`src/rtl/swamm_pkg.sv`:
```
// shared constants for the sliding window mean / min / max block
// no dependencies; used by swamm_div and sliding_window_avg_min_max
`timescale 1ns / 1ps
`default_nettype none

package swamm_pkg;

	// sample field width and full-scale value
	localparam int SAMPLE_W = 12;
	localparam int SAMPLE_MAX = 4095;

	// default number of slots in the window
	localparam int WINDOW_DEF = 500;

endpackage

`default_nettype wire

```
`src/rtl/swamm_div.sv`:
```
// reciprocal multiply that divides the window total by the fixed window length
// quotient registered after the product register that start loads; depends on swamm_pkg
`timescale 1ns / 1ps
`default_nettype none

module swamm_div #(
	parameter int DIVISOR = swamm_pkg::WINDOW_DEF,
	parameter int TOTAL_W = 21
) (
	input  wire logic                          clk,
	input  wire logic                          arst_n,
	input  wire logic                          start,
	input  wire logic [TOTAL_W-1:0]            dividend,
	output logic                               busy,
	output logic [swamm_pkg::SAMPLE_W-1:0]     quotient
);

	localparam int QW = swamm_pkg::SAMPLE_W;
	// shift wide enough that the floor is exact for every total below 2**TOTAL_W
	localparam int SHIFT = TOTAL_W + $clog2(DIVISOR);
	localparam int RECIP_W = TOTAL_W + 2;
	localparam int PROD_W = TOTAL_W + RECIP_W;
	localparam longint unsigned RECIP_FULL =
		((64'd1 << SHIFT) + 64'(DIVISOR) - 64'd1) / 64'(DIVISOR);
	localparam logic [RECIP_W-1:0] RECIP = RECIP_W'(RECIP_FULL);

	logic [PROD_W-1:0] prod_s1;
	logic [QW-1:0]     quo_q;
	logic              busy_q;

	// multiply by the rounded-up reciprocal, then keep the integer part
	always_ff @(posedge clk or negedge arst_n) begin
		if (!arst_n) begin
			busy_q  <= 1'b0;
			prod_s1 <= '0;
			quo_q   <= '0;
		end else begin
			busy_q <= start;
			if (start) begin
				prod_s1 <= {{RECIP_W{1'b0}}, dividend} * {{TOTAL_W{1'b0}}, RECIP};
			end
			if (busy_q) begin
				quo_q <= prod_s1[SHIFT +: QW];
			end
		end
	end

	assign busy = busy_q;
	assign quotient = quo_q;

endmodule

`default_nettype wire

```
`config.mk`:
```
export PLATFORM = sky130hd
export DESIGN_NAME = swamm_div
export DESIGN_NICKNAME = d
export VERILOG_FILES = /design/src/rtl/swamm_pkg.sv /design/src/rtl/swamm_div.sv
export SDC_FILE = /design/constraint.sdc
export NUM_CORES = 1
export LEC_CHECK = 0
export BUFFER_PORTS_ARGS = -buffer_cell sky130_fd_sc_hd__buf_2
export CORE_MARGIN = 3
export CORE_UTILIZATION = 38
export DETAILED_ROUTE_END_ITERATION = 8
export GPL_TIMING_DRIVEN = 0
export HOLD_SLACK_MARGIN = 0.05
export RECOVER_POWER = 100
export SYNTH_ARGS = -nofsm -noshare
export SYNTH_HDL_FRONTEND = slang
export SYNTH_SLANG_ARGS = --single-unit
```
`constraint.sdc`:
```
create_clock -name clk -period 1.44 [get_ports clk]
set_input_delay 0.288 -clock clk [delete_from_list [all_inputs] [get_ports clk]]
set_output_delay 0.288 -clock clk [all_outputs]
set_load 0.01 [all_outputs]
```
==> results of run 1 <==
-- per-layer routing --
layer	track usage (%)	routed length, µm	part of all wire, %	vias up
met1	26.1	8010	47	2455
met2	30.8	8180	48	95
li1	-	-	-	2415
met5	0	0	0	-
met4	1.38	139	0.82	0
met3	1.51	608	3.6	12
-- synth_stat cells, types with 2 or more instances --
master / number
fa_1: 91
mux2_2: 18
o21ai_0: 12
nand3_2: 2
or3_1: 4
o221a_2: 2
nor4_1: 2
and3_1: 3
nor2b_1: 2
ha_1: 174
inv_1: 193
and4_1: 2
dfrtp_1: 25
a311oi_1: 2
nor2_1: 12
a211oi_1: 2
nand3b_1: 2
nand4_1: 8
a21o_1: 8
nand2_1: 30
nor3_1: 4
clkbuf_1: 3
mux2i_1: 2
nand3_1: 6
o21a_1: 2
o21bai_1: 5
o311ai_1: 3
a21oi_1: 29
o21ai_1: 4
xnor2_1: 2
o221ai_1: 2
xor2_1: 4
o211ai_1: 8
-- logic make-up after synthesis --
logic type / count (synthesis) / synth area share, %
DFF: 25 / 9.22
buffers and inverters: 201 / 11.3
adders and majority gates: 265 / 58.9
AOI/OAI and AO/OA: 95 / 9.70
xor gates and xnor gates: 6 / 0.774
muxes: 20 / 3.28
and+or+nand+nor: 84 / 6.79
-- cell type report --
| type | count | area, µm² | area share, % |
|---|---|---|---|
| clock buffer | 3 | 75.1 | 0.907 |
| tap | 225 | 282 | 3.40 |
| multi-input combinational | 470 | 6110 | 73.8 |
| sequential | 25 | 626 | 7.56 |
| buffer | 5 | 32.5 | 0.393 |
| clock inverter | 1 | 5.00 | 0.0605 |
| timing repair buffer | 56 | 420 | 5.08 |
| inverter | 194 | 731 | 8.83 |
-- state kept, by name (all words and copies together) (netlist names) --
register and flops:
prod_s1 12, quotient 12, busy 1
-- worst max path at each step --
stage,from,endpoint,cells past startpoint
after floorplan,dividend[6],prod_s1[37],19
after global placement,dividend[7],prod_s1[37],20
after detailed placement,dividend[9],prod_s1[37],18
after CTS,dividend[6],prod_s1[37],20
after global routing,dividend[4],prod_s1[37],20
final,dividend[4],prod_s1[37],20
-- critical path, cell delays in order --
cell     delay [ps]
buf_12          110
ha_4            270
ha_4            130
inv_4            40
fa_2            380
fa_1            530
inv_2            40
fa_2            490
fa_1            560
inv_2            40
fa_1            510
inv_2            50
ha_4            290
nand4_4         150
nor4_4          330
o221a_4         260
nand3_4         110
a41oi_4         240
xor2_1           90
mux2_4          260
-- per-stage QoR --
step / instance area [µm²] / utilization (%) / instances / worst slack [ps]
finish: 8280 / 47.5 / 979 / -3590
global route: 8280 / 47.5 / 979 / -3760
CTS: 7990 / 45.9 / 970 / -3620
detailed placement: 7560 / 43.4 / 957 / -4170
global placement: 7560 / 43.4 / 957 / -4210
floorplan: 7100 / - / 696 / -3360
-- repair_timing --
item | in CTS | in global routing
setup buffers | 8 | 11
hold endpoints to repair | 25 | 0
pin swaps | 25 | 27
hold buffers | 1 | 0
resized for setup | 47 | 43
setup endpoints to repair | 12 | 22
==> results.txt, run 1 <==
* Run status: finished, violations left
- The checks that failed: negative setup slack.
- RSZ-0062 raised after global routing: true
* Number of hold violations in the final report: 0
- Hold path cells: 1
* Number of top-level design ports: 37
* Final TNS setup: -41770 ps
* Final slew viol count: 0
* Global placer's final weighted congestion: 0.886
- Commonest non-fill, non-tap cell in the layout: inv_1
- Pin slew with the least headroom to its limit: 619 ps
- Number of buffers created by CTS: 3
- Maximum frequency from static timing analysis: 199 MHz
* Type of the tightest min-delay check: in -> reg
* Combined area of all synthesized cells: 6790 µm²
* Number of distinct library cells after synthesis: 61
- Violation count after the first detailed-routing iteration: 241
* Commonest non-fill, non-tap cells in the layout: inv_1 (180), ha_1 (129), fa_1 (83)
- The final route contains 4977 vias.
* CP Data Arrival Time: 5170 ps
* Final setup violation count: 12
* Leftover overflow at the end of global routing: 0
- Pin count of the biggest net entering global routing: 26
- The clock passes through at most 2 buffers.
- Effective utilization at floorplan: 39.0%
- The floorplan step defined a die boundary enclosing 19500 µm².
- In this run the biggest area consumer among cell types represents 32.1% of the synthesized area.
- The worst setup path is launched from an input port.
* CTS H-Tree Depth: 1
- Detailed placement ended at an HPWL of 14100 µm.
- CTS sink count: 25
- Ys flop type: dfrtp_1
* Core area: 17400 µm²
- CP Capture Type: flop
- Measured along the y axis, the die boundary spans 140 µm.
- Vias per inst: 5.08
- Signed area change from the synthesized netlist to the final layout: 22.0%
* Startpoint of the lowest-slack register-to-register path: busy
- The endpoint identified for the worst register-to-register timing path is quotient[7].
- Number of cells on the worst reg-to-reg path: 2
- The initial antenna violation count is 0.
* Total wire length after detailed routing: 16900 µm
- When the netlist entered floorplanning its net count stood at 985.
- The tightest hold path in the finished design has a slack of 202 ps.
- The biggest area contributor in the post-synthesis netlist is ha_1.
- In the global route stage, overall resource usage came out at 18.0%.
- The average instance in the mapped netlist occupies 9.75 µm².
- CTS placed an instance of clkbuf_16 at the clock tree root.
* Final ANT Viol Nets: 0
- Counting the fill cells in the layout gives 1659.
* Ratio of final minimum period to clock period: 350%
- After synthesis, the share of flip-flops with an asynchronous set or reset is 100%.
* Fraction of layout cells with a size suffix above 1: 22.7%
* Crit path setup slack, layout: -3590 ps
- Post-detailed-route wirelength per cell: 17.3 µm
- For this run, the register share of the synthesized area comes to 9.22%.
* Post-Synthesis Cells: 696
* Clk pin slew, worst setup/hold paths: 60 ps
* CTS tree: built
* Port-buffer cells: 36
- 0 antenna diodes ended up in the layout.
- The worst hold path begins at start.
- In this run the register-to-register setup slack is 270 ps.
- Worst Hold Endpoint: busy
- In this run the worst path has a maximum fanout of 5.
- The clock arrives with 3.17 ps of skew.
* FP Rows: 48
- WP data required: 1580 ps
* Clock network latency to the later pin of the worst-skew pair: 260 ps
- First-pass GRT wire length: 28200 µm
- Count of TritonRoute iterations in the first routing pass: 4
- For the finished layout, the period the worst path requires is 5030 ps.
- By area the synthesized netlist is led by ha_1 (32%), fa_1 (27%), inv_1 (11%).
- The via count of the first global-routing pass was 5356.
- Counting flops and latches in the post-synthesis netlist gives 25.
- Final routed DRC violation total: 0
- Overall die width: 140 µm
* Worst slew margin relative to its limit: 58.7%
* Max-cap violations: 0
- The worst setup path is of the in -> reg kind.
- Number of synthesized flops with an enable pin: 0
- For this run, the number of Yosys warnings is 0.
- Nets: 1044
Power of run 1 is left out: the tool's default activity adds up to more than one toggle a clock period on the data nets, which glitch-free logic cannot reach.
==> run 2, diff against run 1 <==
--- a/config.mk
+++ b/config.mk
@@ -6,6 +6,7 @@
 export NUM_CORES = 1
 export LEC_CHECK = 0
 export BUFFER_PORTS_ARGS = -buffer_cell sky130_fd_sc_hd__buf_2
+export CORE_ASPECT_RATIO = 1.5
 export CORE_MARGIN = 3
 export CORE_UTILIZATION = 38
 export DETAILED_ROUTE_END_ITERATION = 8
==> run 2 against run 1 <==
  * The run still ends with negative setup slack left
  * Sequential share of layout area hardly changed
  * Critical path type unchanged
  * Non-clock buffer count is 4 higher
  * Die area is 0.17% higher
  * Sequential cell count stayed put
  * Count of clock-buffer cells in the layout is 1 higher
  * Largest cell class unchanged
  * Via count is 0.30% higher
  * Hold slack better by 29 ps
  * Utilization is 0.21 points higher
  * Critical path depth is 1 higher
  * Cell area is 0.47% higher
  * First-iteration DRC count is 23% lower
  * Clock skew hardly changed
==> results.txt, run 2 (same netlist as run 1, synthesis figures left out) <==
- The nature of the critical path endpoint was a flop (unchanged).
- Count of TritonRoute iterations in the first routing pass: 5 (was 4)
- Final slew viol count: 0 (unchanged)
- Commonest non-fill, non-tap cells in the layout: inv_1 (178), ha_1 (131), fa_1 (83) (was inv_1 (180), ha_1 (129), fa_1 (83)).
- The number of fill cells in the layout was 1668 (was 1659).
- The worst-path cell with the longest stage delay is fa_1 (unchanged).
* Startpoint of the lowest-slack register-to-register path: busy (unchanged)
- Ratio of final minimum period to clock period: 348% (was 350%)
* HPWL after DPL: 14800 µm (was 14100 µm)
- CTS H-Tree Depth: 1 (unchanged)
* Number of buffers on the longest clock path: 2 (unchanged)
- Most Frequent Cell on Critical Path: fa_1
- The die area was 19500 µm² (about the same).
* CTS tree: built (unchanged)
- The final setup TNS came to -41820 ps (was -41770 ps).
- Violation count after the first detailed-routing iteration: 185 (was 241)
* Worst setup endpoint: prod_s1[36] (was prod_s1[37])
- The number of clock buffers inserted by TritonCTS was 3 (unchanged).
- Worst path buffer plus inverter count: 7 (was 5)
* CTS sink count: 25 (unchanged)
- Failing checks: negative setup slack (unchanged).
* Largest incremental delay on the critical path: 530 ps (was 560 ps)
- Maximum frequency from static timing analysis: 200 MHz (was 199 MHz)
- Critical Path Start Type: input port (unchanged)
- Final setup violation count: 12 (unchanged)
- The critical path class is in -> reg (unchanged).
* R2R setup slack: 270 ps (about the same)
- The number of antenna repair diodes was 0 (unchanged).
- The worst hold slack came to 231 ps (was 202 ps).
- The number of antenna-violating nets in the routed design is 0 (unchanged).
* Number of antenna violations at the first check in global routing: 0 (unchanged)
- The worst-path maximum fanout was 4 (was 5).
- The cell chosen for the clock root is clkbuf_16 (unchanged).
* Height of the chip: 170 µm (was 140 µm)
- Worst slew margin relative to its limit: 61.0% (was 58.7%)
- The average detailed-routed wire length per instance is 17.4 µm (was 17.3 µm).
* Chain of cells forming the critical path: buf_12 -> ha_4 -> ha_4 -> fa_1 -> inv_1 -> fa_1 -> inv_2 -> fa_1 -> fa_1 -> inv_2 -> fa_1 -> inv_2 -> ha_4 -> nand4_4 -> buf_6 -> o41ai_4 -> nand2_2 -> buf_4 -> nand4_4 -> xor2_1 -> mux2_4 (was buf_12 -> ha_4 -> ha_4 -> inv_4 -> fa_2 -> fa_1 -> inv_2 -> fa_2 -> fa_1 -> inv_2 -> fa_1 -> inv_2 -> ha_4 -> nand4_4 -> nor4_4 -> o221a_4 -> nand3_4 -> a41oi_4 -> xor2_1 -> mux2_4)
- Signed area change from the synthesized netlist to the final layout: 22.6% (was 22.0%)
* Levels on crit path: 21 (was 20)
- The slew of the pin with the lowest slew margin was 584 ps (was 619 ps).
- Beginning of the critical path: dividend[6] (was dividend[4])
* Global placer's final weighted congestion: 0.885 (was 0.886)
- The total congestion overflow after global routing came to 0 (unchanged).
- The via count of the first global-routing pass was 5388 (was 5356).
- The cell count of the worst reg-to-reg path is 2 (unchanged).
- The class of the most critical hold timing path is in -> reg (unchanged).
* Min-delay src: start (unchanged)
- Hold path cells: 1 (unchanged)
* First-pass GRT wire length: 27800 µm (was 28200 µm)
- Port-buffer cells: 36 (unchanged)
- The reg-to-reg endpoint is quotient[9] (was quotient[7]).
- Run status: finished, violations left (unchanged)
- The number of rows in the core area is 59 (was 48).
- The final critical-path required period is 5010 ps (was 5030 ps).
- The leading cell type in the layout, fill and taps excluded is inv_1 (unchanged).
- The overall via count from detail_route was 4992 (was 4977).
- The data arrival time of the critical path came to 5160 ps (was 5170 ps).
- Number of top-level design ports: 37 (unchanged)
- Largest clock skew in the final design: 2.72 ps (was 3.17 ps)
* Final routed DRC violation total: 0 (unchanged)
* Overall die width: 115 µm (was 140 µm)
- Clk pin slew, worst setup/hold paths: 60 ps (about the same)
- The overall fraction of global-route tracks in use came to 18.0% (about the same).
* Core area: 17400 µm² (about the same)
* Fraction of layout cells with a size suffix above 1: 23.1% (was 22.7%)
- Nets: 1048 (was 1044)
* Effective utilization at floorplan: 38.9% (was 39.0%)
- Clock network latency to the later pin of the worst-skew pair: 260 ps (about the same)
* Total wire length after detailed routing: 16900 µm (about the same)
* WP data required: 1580 ps (about the same)
- Crit path setup slack, layout: -3570 ps (was -3590 ps)
* RSZ-0062 raised after global routing: true (unchanged)
- Vias per inst: 5.14 (was 5.08)
- Max-cap violations: 0 (unchanged)
- The pin count of the biggest net entering global routing was 26 (unchanged).
* Number of hold violations in the final report: 0 (unchanged)
- Family of cells with the greatest summed delay on the critical path: adder cells (unchanged)
## run 2: through the flow
stage	util (%)	setup WS [ps]	instance area (µm²)	cells
floorplan	-	-3360	7100	696
global placement	43.3	-4010	7550	945
detailed placement	43.3	-4120	7550	945
CTS	46.4	-3600	8090	965
global route	47.7	-3700	8320	971
finish	47.7	-3570	8320	971
## run 2: how the worst min path moves through the flow
stage             endpoint  slack [ps]
2_1_floorplan         busy          -8
3_3_place_gp   quotient[0]         300
3_5_place_dp   quotient[0]         300
4_1_cts               busy         190
5_1_grt               busy         240
6_report              busy         230
## run 2: metal layers
layer,track usage (%),up-vias,share of wire [%]
li1,-,2420,-
met1,20.4,2450,39
met2,35.9,98,56
met3,0.642,24,2.6
met4,4.65,0,2.7
met5,0,-,0
## run 2: timing repair
action / CTS / global route
hold buffers: 1 / 0
buffers inserted: 15 / 7
resized for setup: 65 / 33
pin swaps: 42 / 28
hold endpoints to repair: 25 / 0
setup endpoints to repair: 12 / 22
## run 2: cell type report
type                    count  area (µm²)  share of cell area, %
multi-input cells         470        6120                   73.7
inverters                 194         733                   8.82
flip-flops and latches     25         626                   7.52
repair buffers             59         450                   5.42
well taps                 213         267                   3.20
clock buffers               4        78.8                  0.948
plain buffers               6        36.3                  0.436
## run 2: worst reg2reg max path: stages (launching register included)
cell	delay, ps
dfrtp_1	400
clkbuf_2	290
mux2_2	370
Power of run 2 is left out for the same reason.
